[src/sv/rms_min.sv]
`default_nettype none

module rms_min #(
  parameter int unsigned VW = 32
) (
  input  wire logic [VW-1:0] a,
  input  wire logic [VW-1:0] b,
  output logic      [VW-1:0] y
);

  // ties keep a
  assign y = ($signed(b) < $signed(a)) ? b : a;

endmodule

`default_nettype wire

[config.mk]
export PLATFORM = sky130hd
export DESIGN_NAME = rms_min
export DESIGN_NICKNAME = d
export VERILOG_FILES = /design/src/sv/rms_min.sv
export SDC_FILE = /design/constraint.sdc
export NUM_CORES = 1
export LEC_CHECK = 0
export ABC_CLOCK_PERIOD_IN_PS = 3700
export BUFFER_PORTS_ARGS = -buffer_cell sky130_fd_sc_hd__buf_2
export CAP_MARGIN = 15
export CELL_PAD_IN_SITES_DETAIL_PLACEMENT = 1
export CELL_PAD_IN_SITES_GLOBAL_PLACEMENT = 2
export CORE_AREA = 3 3 68 96
export DETAILED_ROUTE_END_ITERATION = 8
export DIE_AREA = 0 0 71 99
export GPL_ROUTABILITY_DRIVEN = 0
export PLACE_DENSITY = 0.9
export SLEW_MARGIN = 20
export SYNTH_ARGS = -nofsm -noshare
export SYNTH_HDL_FRONTEND = slang
export SYNTH_SLANG_ARGS = --single-unit
[constraint.sdc]
create_clock -name vclk -period 3.7
set_input_delay 0.555 -clock vclk [all_inputs]
set_output_delay 0.555 -clock vclk [all_outputs]
set_load 0.01 [all_outputs]
# Word level (Yosys, flattened, before mapping)
# Cells that the tools add are included.
# op_classes
magnitude_cmp,1
n_mux,1
# op_table
operator,n
32-bit less-than comparator,1
32-bit 2-to-1 mux,1
# word_totals
reg_bits,0
in_bits,64
out_inout_bits,32
word_cells,2

# Logic depth before layout (Yosys ltp)
# logic_depth
word_depth,2
mapped_depth,9
depth_no_buf,8

# Least setup slack after synthesis
# No wires, ideal clock.
# synth_timing
kind,input to output
from,input a[25]
to,output y[29]
t_arrival_ns,2.612
t_required_ns,3.145
path_slack_ns,0.533
stages,9
path_buffers,1
path_cell_list,inv_1 -> ha_1 -> a21o_1 -> a221o_1 -> a211oi_2 -> o22ai_1 -> a211oi_4 -> buf_6 -> mux2_1
# synth_between
elab_chain_cells,2
# synth_rtl
element,line_no,source
from (decl),6,"input wire logic [VW-1:0] a,"
32-bit less-than comparator,12,assign y = ($signed(b) < $signed(a)) ? b : a;
32-bit 2-to-1 mux,12,
to (decl),8,output logic [VW-1:0] y
# No other way between the ends.

# Worst setup path after layout
# layout_timing
from,input a[25]
to,output y[14]
# Same word-level chain as after synthesis.

==> flow_summary_export.csv <==
group,metric,value,unit
placement,portBuffers,96,
cells_and_area,nFillCells,743,
cells_and_area,antenna_cells,0,
setup_path,required,3140,ps
setup_path,cp_max_fo,9,
yosys,yosysTopAreaCell,"ha_1",
clock_network,postCtsHoldBufs,0,
power_and_ir_drop,vdd_ir_drop_max,0.0440,mV
routing,wl_per_cell,11.6,microns
cells_and_area,fin_cells,313,
yosys,yosysSeqAreaShare,0,%
global_route,grt_max_degree,16,
routing,wl,3.62,mm
yosys,syn-num-nets,242,
floorplanning,rows,33,
cells_and_area,nets,340,
timing,slew_headroom,70.5,%
yosys,synth_top_area_share,32.3,%
floorplanning,die_y,99,microns
timing,setup_violations,0,
setup_path,crit_path_end_kind,"primary output",
global_route,grt_pass1_wl,6.11,mm
global_route,first_global_vias,1477,
hold_path,hp-class,"in2out",
placement,dp_cells,313,
yosys,synthTopCellsByArea,"ha_1 (32%), mux2_2 (28%), inv_1 (10%)",
yosys,synth.distinct_cells,24,
cells_and_area,n_clock_buffer,0,
routing,dr.pass1.iters,3,
global_route,antenna_found_initial,0,
timing,drv_slew,0,
cells_and_area,multiInputGateArea,1050,sq um
timing,grt_setup_unrepaired,"no",
routing,viasPerCell,4.52,
timing,hold_viol,0,
power_and_ir_drop,p_per_area,165,nW/um^2
yosys,synth_warnings,0,
floorplanning,start_util,20.8,%
cells_and_area,drive_gt1_share,53.9,%
global_route,overflow,0,
yosys,syn_inst,147,
placement,dp.final_hpwl,3.45,mm
cells_and_area,mostFrequentLayoutCell,"buf_2",
cells_and_area,areaGrowthSynthToFinish,46.7,%
floorplanning,ios,96,
clock_network,post_cts_buffers,0,
timing,tns,0,ps
timing,period_share,94.5,%
setup_path,start_kind,"primary input",
floorplanning,core-area,5780,sq um
cells_and_area,design.seq.count,0,
setup_path,critPathKind,"in2out",
global_route,gr-usage-all-layers,10.1,%
power_and_ir_drop,p_leak,1.04,nW
routing,ant_nets,0,
routing,first_iter_violations,16,
routing,drc,0,
setup_path,crit_arrival,2940,ps
timing,fmax,0.286,GHz
yosys,avgSynthCellArea,8.16,sq um
clock_network,cts_resized,0,
routing,vias,1416,
floorplanning,dieArea,7030,sq um
timing,period_needed,3500,ps
cells_and_area,final_cell_mix,"buf_2 (96), inv_1 (32), ha_1 (31), mux2_2 (30), a21oi_1 (12)",
yosys,syn_area,1200,sq um
outcome,status,"complete, no violations",
floorplanning,die_x,71,microns
cells_and_area,seqCellArea,0,sq um
run,maxCapViolations,0,
timing,tightestPinTransition,442,ps
## power by group
| group | leakage, nW | internal [mW] | switching (mW) |
|---|---|---|---|
| combinational | 1.04 | 0.153 | 0.138 |
| sequential | 0 | 0 | 0 |
| clock | 0 | 0 | 0 |
## routing by layer
| layer | vias to the layer above | wire length [microns] | track usage (%) | part of all wire (%) |
|---|---|---|---|---|
| li1 | 718 | - | - | - |
| met1 | 645 | 1230 | 10.3 | 34 |
| met2 | 53 | 2080 | 21.8 | 57 |
| met3 | 0 | 315 | 1.53 | 8.7 |
| met4 | 0 | 0 | 0 | 0 |
| met5 | - | 0 | 0 | 0 |
## cell families after synthesis
family                   after synthesis  synth area share, %
buffers and inverters                 35                 12.8
adder cells (fa/ha/maj)               31                 32.3
AND/OR/NAND/NOR                       23                 9.80
multiplexers                          32                 30.0
AO/OA/AOI/OAI                         26                 15.0
## critical path, stage by stage
cell	delay (ps)
buf_2	90
inv_1	40
ha_1	300
a21o_1	190
a221o_1	330
a211oi_2	260
o22ai_1	170
a211oi_4	290
buf_4	230
mux2_2	350
buf_2	140
## stage by stage
step           instance area (sq um)  hold WS [ps]  worst slack, ps  utilization (%)  power [mW]
3_5_place_dp                    1760          1440              153             30.4       0.295
3_3_place_gp                    1760          1420              215             30.4       0.288
2_1_floorplan                   1200          1260              533                -       0.185
4_1_cts                         1760          1440              144             30.4       0.297
5_1_grt                         1760          1460             36.1             30.5       0.328
6_report                        1760          1430              202             30.5       0.291
## Yosys cell counts (all sizes together)
cell type,instances
and4,2
a21o,2
nor2,4
or3,1
nand2,7
o22ai,1
buf,3
nand3,3
mux2,32
a211oi,2
o221ai,1
a221oi,1
o21ai,3
inv,32
nand4,3
and2,2
a211o,2
ha,31
a221o,1
a21oi,12
a31oi,1
nand2b,1
## layout make-up
cell class | instances | area share, %
Inverter | 32 | 6.82
Multi-Input combinational cell | 112 | 59.4
Tap cell | 70 | 4.98
Timing Repair Buffer | 99 | 28.8
## worst paths after layout
path | end | from | cells past startpoint | slack [ps]
setup / recovery | y[14] | a[25] | 11 | 200
hold / removal | y[29] | a[29] | 3 | 1430
(Power assumes the default switching activity.)
