File: config.mk
export PLATFORM = sky130hd
export DESIGN_NAME = rms_build
export DESIGN_NICKNAME = d
export VERILOG_FILES = /design/src/sv/rms_pkg.sv /design/src/sv/rms_build.sv
export SDC_FILE = /design/constraint.sdc
export NUM_CORES = 1
export LEC_CHECK = 0
export ABC_AREA = 1
export ABC_CLOCK_PERIOD_IN_PS = 5550
export BUFFER_PORTS_ARGS = -buffer_cell sky130_fd_sc_hd__buf_2
export CORE_UTILIZATION = 44
export CTS_CLUSTER_DIAMETER = 200
export DETAILED_ROUTE_END_ITERATION = 10
export GPL_TIMING_DRIVEN = 0
export PLACE_DENSITY = 0.65
export SYNTH_ARGS = -nofsm -noshare
export SYNTH_HDL_FRONTEND = slang
export SYNTH_SLANG_ARGS = --single-unit
File: constraint.sdc
create_clock -name clk -period 5.55 [get_ports clk]
set_input_delay 0.555 -clock clk [delete_from_list [all_inputs] [get_ports clk]]
set_output_delay 0.555 -clock clk [all_outputs]
set_load 0.02 [all_outputs]
File: src/sv/rms_pkg.sv
`default_nettype none

package rms_pkg;

  localparam int unsigned VALUE_IN_W = 32;
  localparam int unsigned INDEX_W    = 10;
  localparam int unsigned STATUS_W   = 2;

  // request codes
  localparam logic REQ_LOAD  = 1'b0;
  localparam logic REQ_QUERY = 1'b1;

  // result status codes
  localparam logic [STATUS_W-1:0] ST_OK        = 2'd0;
  localparam logic [STATUS_W-1:0] ST_BAD_RANGE = 2'd1;
  localparam logic [STATUS_W-1:0] ST_NOT_BUILT = 2'd2;

  typedef struct packed {
    logic                         req_type;
    logic signed [VALUE_IN_W-1:0] value;
    logic                         last;
    logic [INDEX_W-1:0]           left_index;
    logic [INDEX_W-1:0]           right_index;
  } rms_in_t;

  typedef struct packed {
    logic signed [VALUE_IN_W-1:0] min_value;
    logic [STATUS_W-1:0]          status;
  } rms_out_t;

  // build sequencer to top level
  typedef struct packed {
    logic active;
    logic rd_en;
    logic wr_en;
  } rms_bld_ctl_t;

endpackage

`default_nettype wire

File: src/sv/rms_build.sv
`default_nettype none

module rms_build import rms_pkg::*; #(
  parameter int unsigned MAX_ENTRIES = 1024,
  parameter int unsigned LEVELS      = 11,
  parameter int unsigned CNT_W       = 11,
  parameter int unsigned AW          = 14
) (
  input  wire logic             clk,
  input  wire logic             rst_n,
  input  wire logic             go,
  input  wire logic [CNT_W-1:0] count,
  output rms_bld_ctl_t          ctl,
  output logic      [AW-1:0]    rd_addr_a,
  output logic      [AW-1:0]    rd_addr_b,
  output logic      [AW-1:0]    wr_addr
);

  localparam int unsigned SP_W  = CNT_W + 1;
  localparam int unsigned LVL_W = $clog2(LEVELS);

  typedef enum logic [1:0] {
    B_IDLE,
    B_RUN,
    B_GAP
  } bstate_t;

  bstate_t           state_r, state_nxt;
  logic [LVL_W-1:0]  lvl_r, lvl_nxt;
  logic [SP_W-1:0]   span_r, span_nxt;
  logic [CNT_W-1:0]  idx_r, idx_nxt;
  logic [CNT_W-1:0]  lim_r, lim_nxt;
  logic [CNT_W-1:0]  cnt_r, cnt_nxt;
  logic [AW-1:0]     rbase_r, rbase_nxt;
  logic [AW-1:0]     wbase_r, wbase_nxt;
  logic              wr_pend_r, wr_pend_nxt;
  logic [AW-1:0]     wr_addr_r, wr_addr_nxt;
  logic [SP_W-1:0]   half;

  assign half      = span_r >> 1;
  assign rd_addr_a = rbase_r + AW'(idx_r);
  assign rd_addr_b = rbase_r + AW'(idx_r) + AW'(half);
  assign wr_addr   = wr_addr_r;

  assign ctl.active = (state_r != B_IDLE);
  assign ctl.rd_en  = (state_r == B_RUN);
  assign ctl.wr_en  = wr_pend_r;

  always_comb begin
    state_nxt   = state_r;
    lvl_nxt     = lvl_r;
    span_nxt    = span_r;
    idx_nxt     = idx_r;
    lim_nxt     = lim_r;
    cnt_nxt     = cnt_r;
    rbase_nxt   = rbase_r;
    wbase_nxt   = wbase_r;
    wr_pend_nxt = (state_r == B_RUN);
    wr_addr_nxt = wbase_r + AW'(idx_r);
    case (state_r)
      B_IDLE: begin
        if (go && (count >= CNT_W'(2))) begin
          state_nxt = B_RUN;
          lvl_nxt   = LVL_W'(1);
          span_nxt  = SP_W'(2);
          idx_nxt   = '0;
          lim_nxt   = count - CNT_W'(2);
          cnt_nxt   = count;
          rbase_nxt = '0;
          wbase_nxt = AW'(MAX_ENTRIES);
        end
      end
      B_RUN: begin
        if (idx_r == lim_r) begin
          state_nxt = B_GAP;
        end else begin
          idx_nxt = idx_r + CNT_W'(1);
        end
      end
      B_GAP: begin
        // last write of the level lands this cycle, next level may start
        if ((lvl_r == LVL_W'(LEVELS - 1)) || ((span_r << 1) > SP_W'(cnt_r))) begin
          state_nxt = B_IDLE;
        end else begin
          state_nxt = B_RUN;
          lvl_nxt   = lvl_r + LVL_W'(1);
          span_nxt  = span_r << 1;
          idx_nxt   = '0;
          lim_nxt   = CNT_W'(SP_W'(cnt_r) - (span_r << 1));
          rbase_nxt = wbase_r;
          wbase_nxt = wbase_r + AW'(MAX_ENTRIES);
        end
      end
      default: begin
        state_nxt = B_IDLE;
      end
    endcase
  end

  always_ff @(posedge clk) begin
    if (!rst_n) begin
      state_r   <= B_IDLE;
      wr_pend_r <= 1'b0;
    end else begin
      state_r   <= state_nxt;
      wr_pend_r <= wr_pend_nxt;
    end
    lvl_r     <= lvl_nxt;
    span_r    <= span_nxt;
    idx_r     <= idx_nxt;
    lim_r     <= lim_nxt;
    cnt_r     <= cnt_nxt;
    rbase_r   <= rbase_nxt;
    wbase_r   <= wbase_nxt;
    wr_addr_r <= wr_addr_nxt;
  end

endmodule

`default_nettype wire

Word level (Yosys, flattened, before mapping)
Index checks and enable logic that the tools add are counted.
{"block": "word_totals", "ff_bits": 94, "out_inout_bits": 45, "wordCells": 61, "in_bits": 14}
{"block": "classes", "n_mux": 23, "addsub": 8, "n_reduce_logical": 10, "n_eq_ne": 8, "magnitude_cmp": 2}
{"cell": "14-bit 2-to-1 mux", "n": 4}
{"cell": "14-bit one-hot mux with 2 select lines", "n": 2}
{"cell": "11-bit 2-to-1 mux", "n": 5}
{"cell": "14-bit by 11-bit adder with 14-bit output", "n": 3}
{"cell": "11-bit one-hot mux with 3 select lines", "n": 1}
{"cell": "12-bit 2-to-1 mux", "n": 2}
{"cell": "12-bit one-hot mux with 2 select lines", "n": 1}
{"cell": "11-bit one-hot mux with 2 select lines", "n": 1}
{"cell": "14-bit by 11-bit adder with 14-bit output, second input constant", "n": 1}
{"cell": "12-bit by 11-bit > comparator with 1-bit output", "n": 1}
{"cell": "11-bit by 1-bit adder with 11-bit output, second input constant", "n": 1}
{"cell": "11-bit == test", "n": 1}
{"cell": "11-bit by 2-bit greater-or-equal comparator with 1-bit output, second input constant", "n": 1}
{"cell": "11-bit subtractor", "n": 1}
{"cell": "11-bit by 2-bit subtractor with 11-bit output, second input constant", "n": 1}
{"cell": "4-bit 2-to-1 mux", "n": 2}
{"cell": "4-bit one-hot mux with 2 select lines", "n": 1}
{"cell": "2-bit != test, second input constant", "n": 3}
{"cell": "2-bit one-hot mux with 3 select lines", "n": 1}
{"cell": "4-bit by 1-bit adder with 4-bit output, second input constant", "n": 1}
{"cell": "4-bit == test, second input constant", "n": 1}
{"cell": "2-bit 2-to-1 mux", "n": 2}
{"cell": "2-bit AND reduction", "n": 2}
{"cell": "4-bit AND reduction", "n": 1}
{"cell": "10 further kinds", "n": 11}

Longest topological paths before layout
{"block": "depth", "ltp_word": 4, "mapped_depth": 13, "depth_no_buf": 13}

Worst setup path after synthesis
No wires, ideal clock.
{"block": "synth_timing", "path_kind": "flip-flop to output port", "from": "register idx_r[10]", "to": "output port rd_addr_b[13]", "required_ns": 4.995, "t_arrival_ns": 2.071, "slack_ns": 2.924, "stages_incl_launch_ff": 9, "n_path_buf": 0, "path_cell_list": "edfxtp_1 > ha_1 > ha_1 > nand2_1 > nor2_1 > nand3_1 > nand3_1 > nand2_1 > xnor2_1"}
{"block": "synth_via", "elab_chain_cells": 2}
{"element": "start, declared", "line": "rms_build.sv:31", "source": "logic [CNT_W-1:0] idx_r, idx_nxt;"}
{"element": "start signal, assigned", "line": "rms_build.sv:110", "source": "idx_r <= idx_nxt;"}
{"element": "14-bit by 11-bit adder with 14-bit output"}
{"element": "named net rd_addr_a[10]", "line": "rms_build.sv:14", "source": "output logic [AW-1:0] rd_addr_a,"}
{"element": "14-bit by 11-bit adder with 14-bit output", "line": "rms_build.sv:42", "source": "assign rd_addr_b = rbase_r + AW'(idx_r) + AW'(half);"}
{"element": "end, declared", "line": "rms_build.sv:15", "source": "output logic [AW-1:0] rd_addr_b,"}
The timed path passes the listed nets, and every way through them passes these cells.

Worst setup path in the final report
{"block": "layout_timing", "from": "register idx_r[0]", "to": "output port rd_addr_b[12]"}
{"block": "layout_via", "elab_chain_cells": 2}
{"element": "14-bit by 11-bit adder with 14-bit output (2 in a row)", "line": "rms_build.sv:42"}
Every way passes these cells.

==> flow_summary_export.csv <==
group,metric,value,unit
timing,tightest_slew,0.807,ns
placed_design,placed_area,4800,um2
cells_and_area,fillers,881,
die,io_pins,59,
drt,vias_per_cell,4.99,
cells_and_area,stdcell_area,5020,um2
setup_path,cp_max_fo,7,
setup_path,worstPathCellList,"ha_1 > inv_1 > fa_1 > inv_1 > nand3_1 > nand2_1 > nand3_1 > nand3_1 > xor2_1 > buf_2",
global_routing,grt_use_total,0.200,
drt,wl_per_cell,13.8,um
clock_network,cts_tree,"done",
die,rows,35,
die,dieArea,10300,um2
clock_network,clk_pin_slew,0.09,ns
timing,slew_headroom,0.460,
drt,drc,0,
job,drv_cap,0,
cells_and_area,final_cell_mix,"nand2_1 (78), inv_1 (63), buf_2 (59)",
global_routing,grt_pass1_vias,3168,
timing,setup_ws,2.45,ns
pwr,power.share.sequential,0.437,
placed_design,placed_cells,662,
setup_path,cp.required,4.99,ns
yosys,ys_types,35,
cells_and_area,area.growth.synth_to_final,15.5,%
cells_and_area,fin_util,0.533,
clock_network,h-tree-depth,3,
setup_path,crit_path_end_kind,"output port",
drt,detail_route.wirelength,9330,um
yosys,synth_edf_count,56,
pwr,swShare,0.343,
clock_network,clock-sinks,73,
pwr,comb_power_share,0.271,
cells_and_area,final_cells,678,
clock_network,clkLatencyLatePin,0.36,ns
die,core_area,9420,um2
yosys,synth_top_area_share,0.387,
setup_path,worstPathArrival,2.54,ns
yosys,ys_warn_count,0,
cells_and_area,ff_latch_area,2020,um2
yosys,syn_nets,528,
yosys,ys_async_sr_fraction,0,
cells_and_area,final_nets,597,
timing,finalSetupTns,0,ns
timing,hold_viol_final,0,
cells_and_area,drive_above_1_share,0.184,
setup_path,worstSetupStartpointType,"flop",
global_routing,antenna_found_initial,0,
placed_design,dp_hpwl,7080,um
cells_and_area,num_antenna_cells,0,
pwr,irDropWorstVdd,0.139,mV
placed_design,post-place-ws,2.41,ns
yosys,ys_seq_area_frac,0.465,
yosys,ys_ff_latch,73,
yosys,synthTopCellsByArea,"edfxtp_1 (39%), ha_1 (11%), dfxtp_1 (7.8%), nand2_1 (6.8%), inv_1 (5.4%)",
timing,min_period,3.10,ns
setup_path,crit_slowest_cell,"edfxtp_1",
setup_path,critical_path_class,"flop to output port",
clock_network,post_cts_resized,0,
pwr,p_sw,544,uW
global_routing,gr-total-overflow,0,
die,die_w,101,um
clock_network,cts_buffers,9,
timing,timing.final.crit_share,0.558,
pwr,power.density,316,nW/um2
timing,clock_skew,0.0110,ns
clock_network,clk_path_buf_depth,2,
die,initial_core_util,0.461,
clock_network,postCtsHoldBufs,0,
cells_and_area,final_common_cell,"nand2_1",
clock_network,ctsRootBufferMaster,"clkbuf_8",
global_routing,grt_pass1_wl,15500,um
die,die_y,101,um
global_routing,grt_start_max_net_pins,36,
timing,grt_setup_unrepaired,"no",
timing,slew_violations,0,
pwr,power_frac_clock,0.291,
timing,fmax,0.323,GHz
placed_design,io_buffer_count,58,
drt,detail-route-antenna-nets,0,
setup_path,crit_top_cell,"nand3_1",
yosys,syn_area_per_cell,9.15,um2
yosys,synth_ff_type,"edfxtp_1",
placed_design,gp_congestion,0.967,
clock_network,postCtsSetupBuffers,0,
drt,vias,3383,
drt,firstDrtPassIters,4,
yosys,netlist_instances,475,
outcome,status,"finished, final reports clean",
worst_hold_path,hp-class,"input port to flop",
cells_and_area,multiInputGateArea,1980,um2
pwr,intPower,1040,uW
pwr,p_leak,0.00234,uW
setup_path,max_stage_delay,0.51,ns
timing,finalSetupViolCount,0,
yosys,synth_area,4340,um2
yosys,yosys.area.top_type,"edfxtp_1",
drt,drt-initial-drc-count,156,
[cell families after synthesis]
group	after synthesis	synth area share
adder cells (fa/ha/maj)	39	0.116
buffers and inverters	79	0.0789
XOR/XNOR	37	0.0746
flip-flops	73	0.465
AND/OR/NAND/NOR	188	0.191
AO/OA/AOI/OAI	59	0.0740
[per-stage QoR]
step	power (uW)	hold slack, ns
after floorplan	1000	0.437
after global placement	1130	0.543
after detailed placement	1140	0.539
after CTS	1600	0.380
after global routing	1680	0.370
final	1590	0.385
[worst paths after layout]
kind,startpoint,end,slack (ns),depth (start not counted)
max reg2reg,span_r[8],wbase_r[11],3.00,8
min reg2reg,wbase_r[10],wr_addr[10],0.56,1
min,count[1],cnt_r[1],0.39,1
max,idx_r[0],rd_addr_b[12],2.45,10
[cells in the mapped netlist, types with 4 or more instances]
cell      instances
nand3_1          27
nor3_1           13
nor2_1           49
ha_1             37
buf_4            12
o21ai_0          19
nand4_1           4
inv_1            63
a21oi_1          29
dfxtp_1          17
xnor2_1          15
xor2_1           22
nand2_1          79
edfxtp_1         56
[flip-flops by register name, indices dropped and copies added (netlist names)]
register,cells
cnt_r,11
wr_addr,14
rbase_r,4
wr_pend_r,1
span_r,11
idx_r,11
lvl_r,4
wbase_r,4
lim_r,11
state_r,2
[area by class of cell]
cell class,count,area share
clock inverters,6,0.0140
multi-input cells,323,0.395
repair buffers,58,0.0579
plain buffers,16,0.0212
flip-flops and latches,73,0.403
clock buffers,10,0.0297
well taps,129,0.0322
inverters,63,0.0471
[per-layer routing]
metal | track usage | share of wire | vias up
met2 | 0.310 | 0.44 | 101
met4 | 0.0780 | 0.018 | 0
met5 | 0 | 0 | -
met3 | 0.0380 | 0.048 | 21
li1 | - | - | 1702
met1 | 0.277 | 0.49 | 1559
[power by group through the flow]
stage,Sequential (uW),Clock [uW],Combinational (uW)
after floorplan,709,0,294
after global placement,707,0,424
after detailed placement,708,0,430
after CTS,695,470,432
after global routing,701,499,481
final,694,462,431
[critical path: cells and delay by family (launching register included)]
kind,cells,cell delay (ns)
flops,1,0.51
xor+xnor,1,0.14
fa+ha+maj,2,0.73
buf+inv,3,0.39
simple gates,4,0.40
No activity file was read; power rests on OpenSTA's default activity.
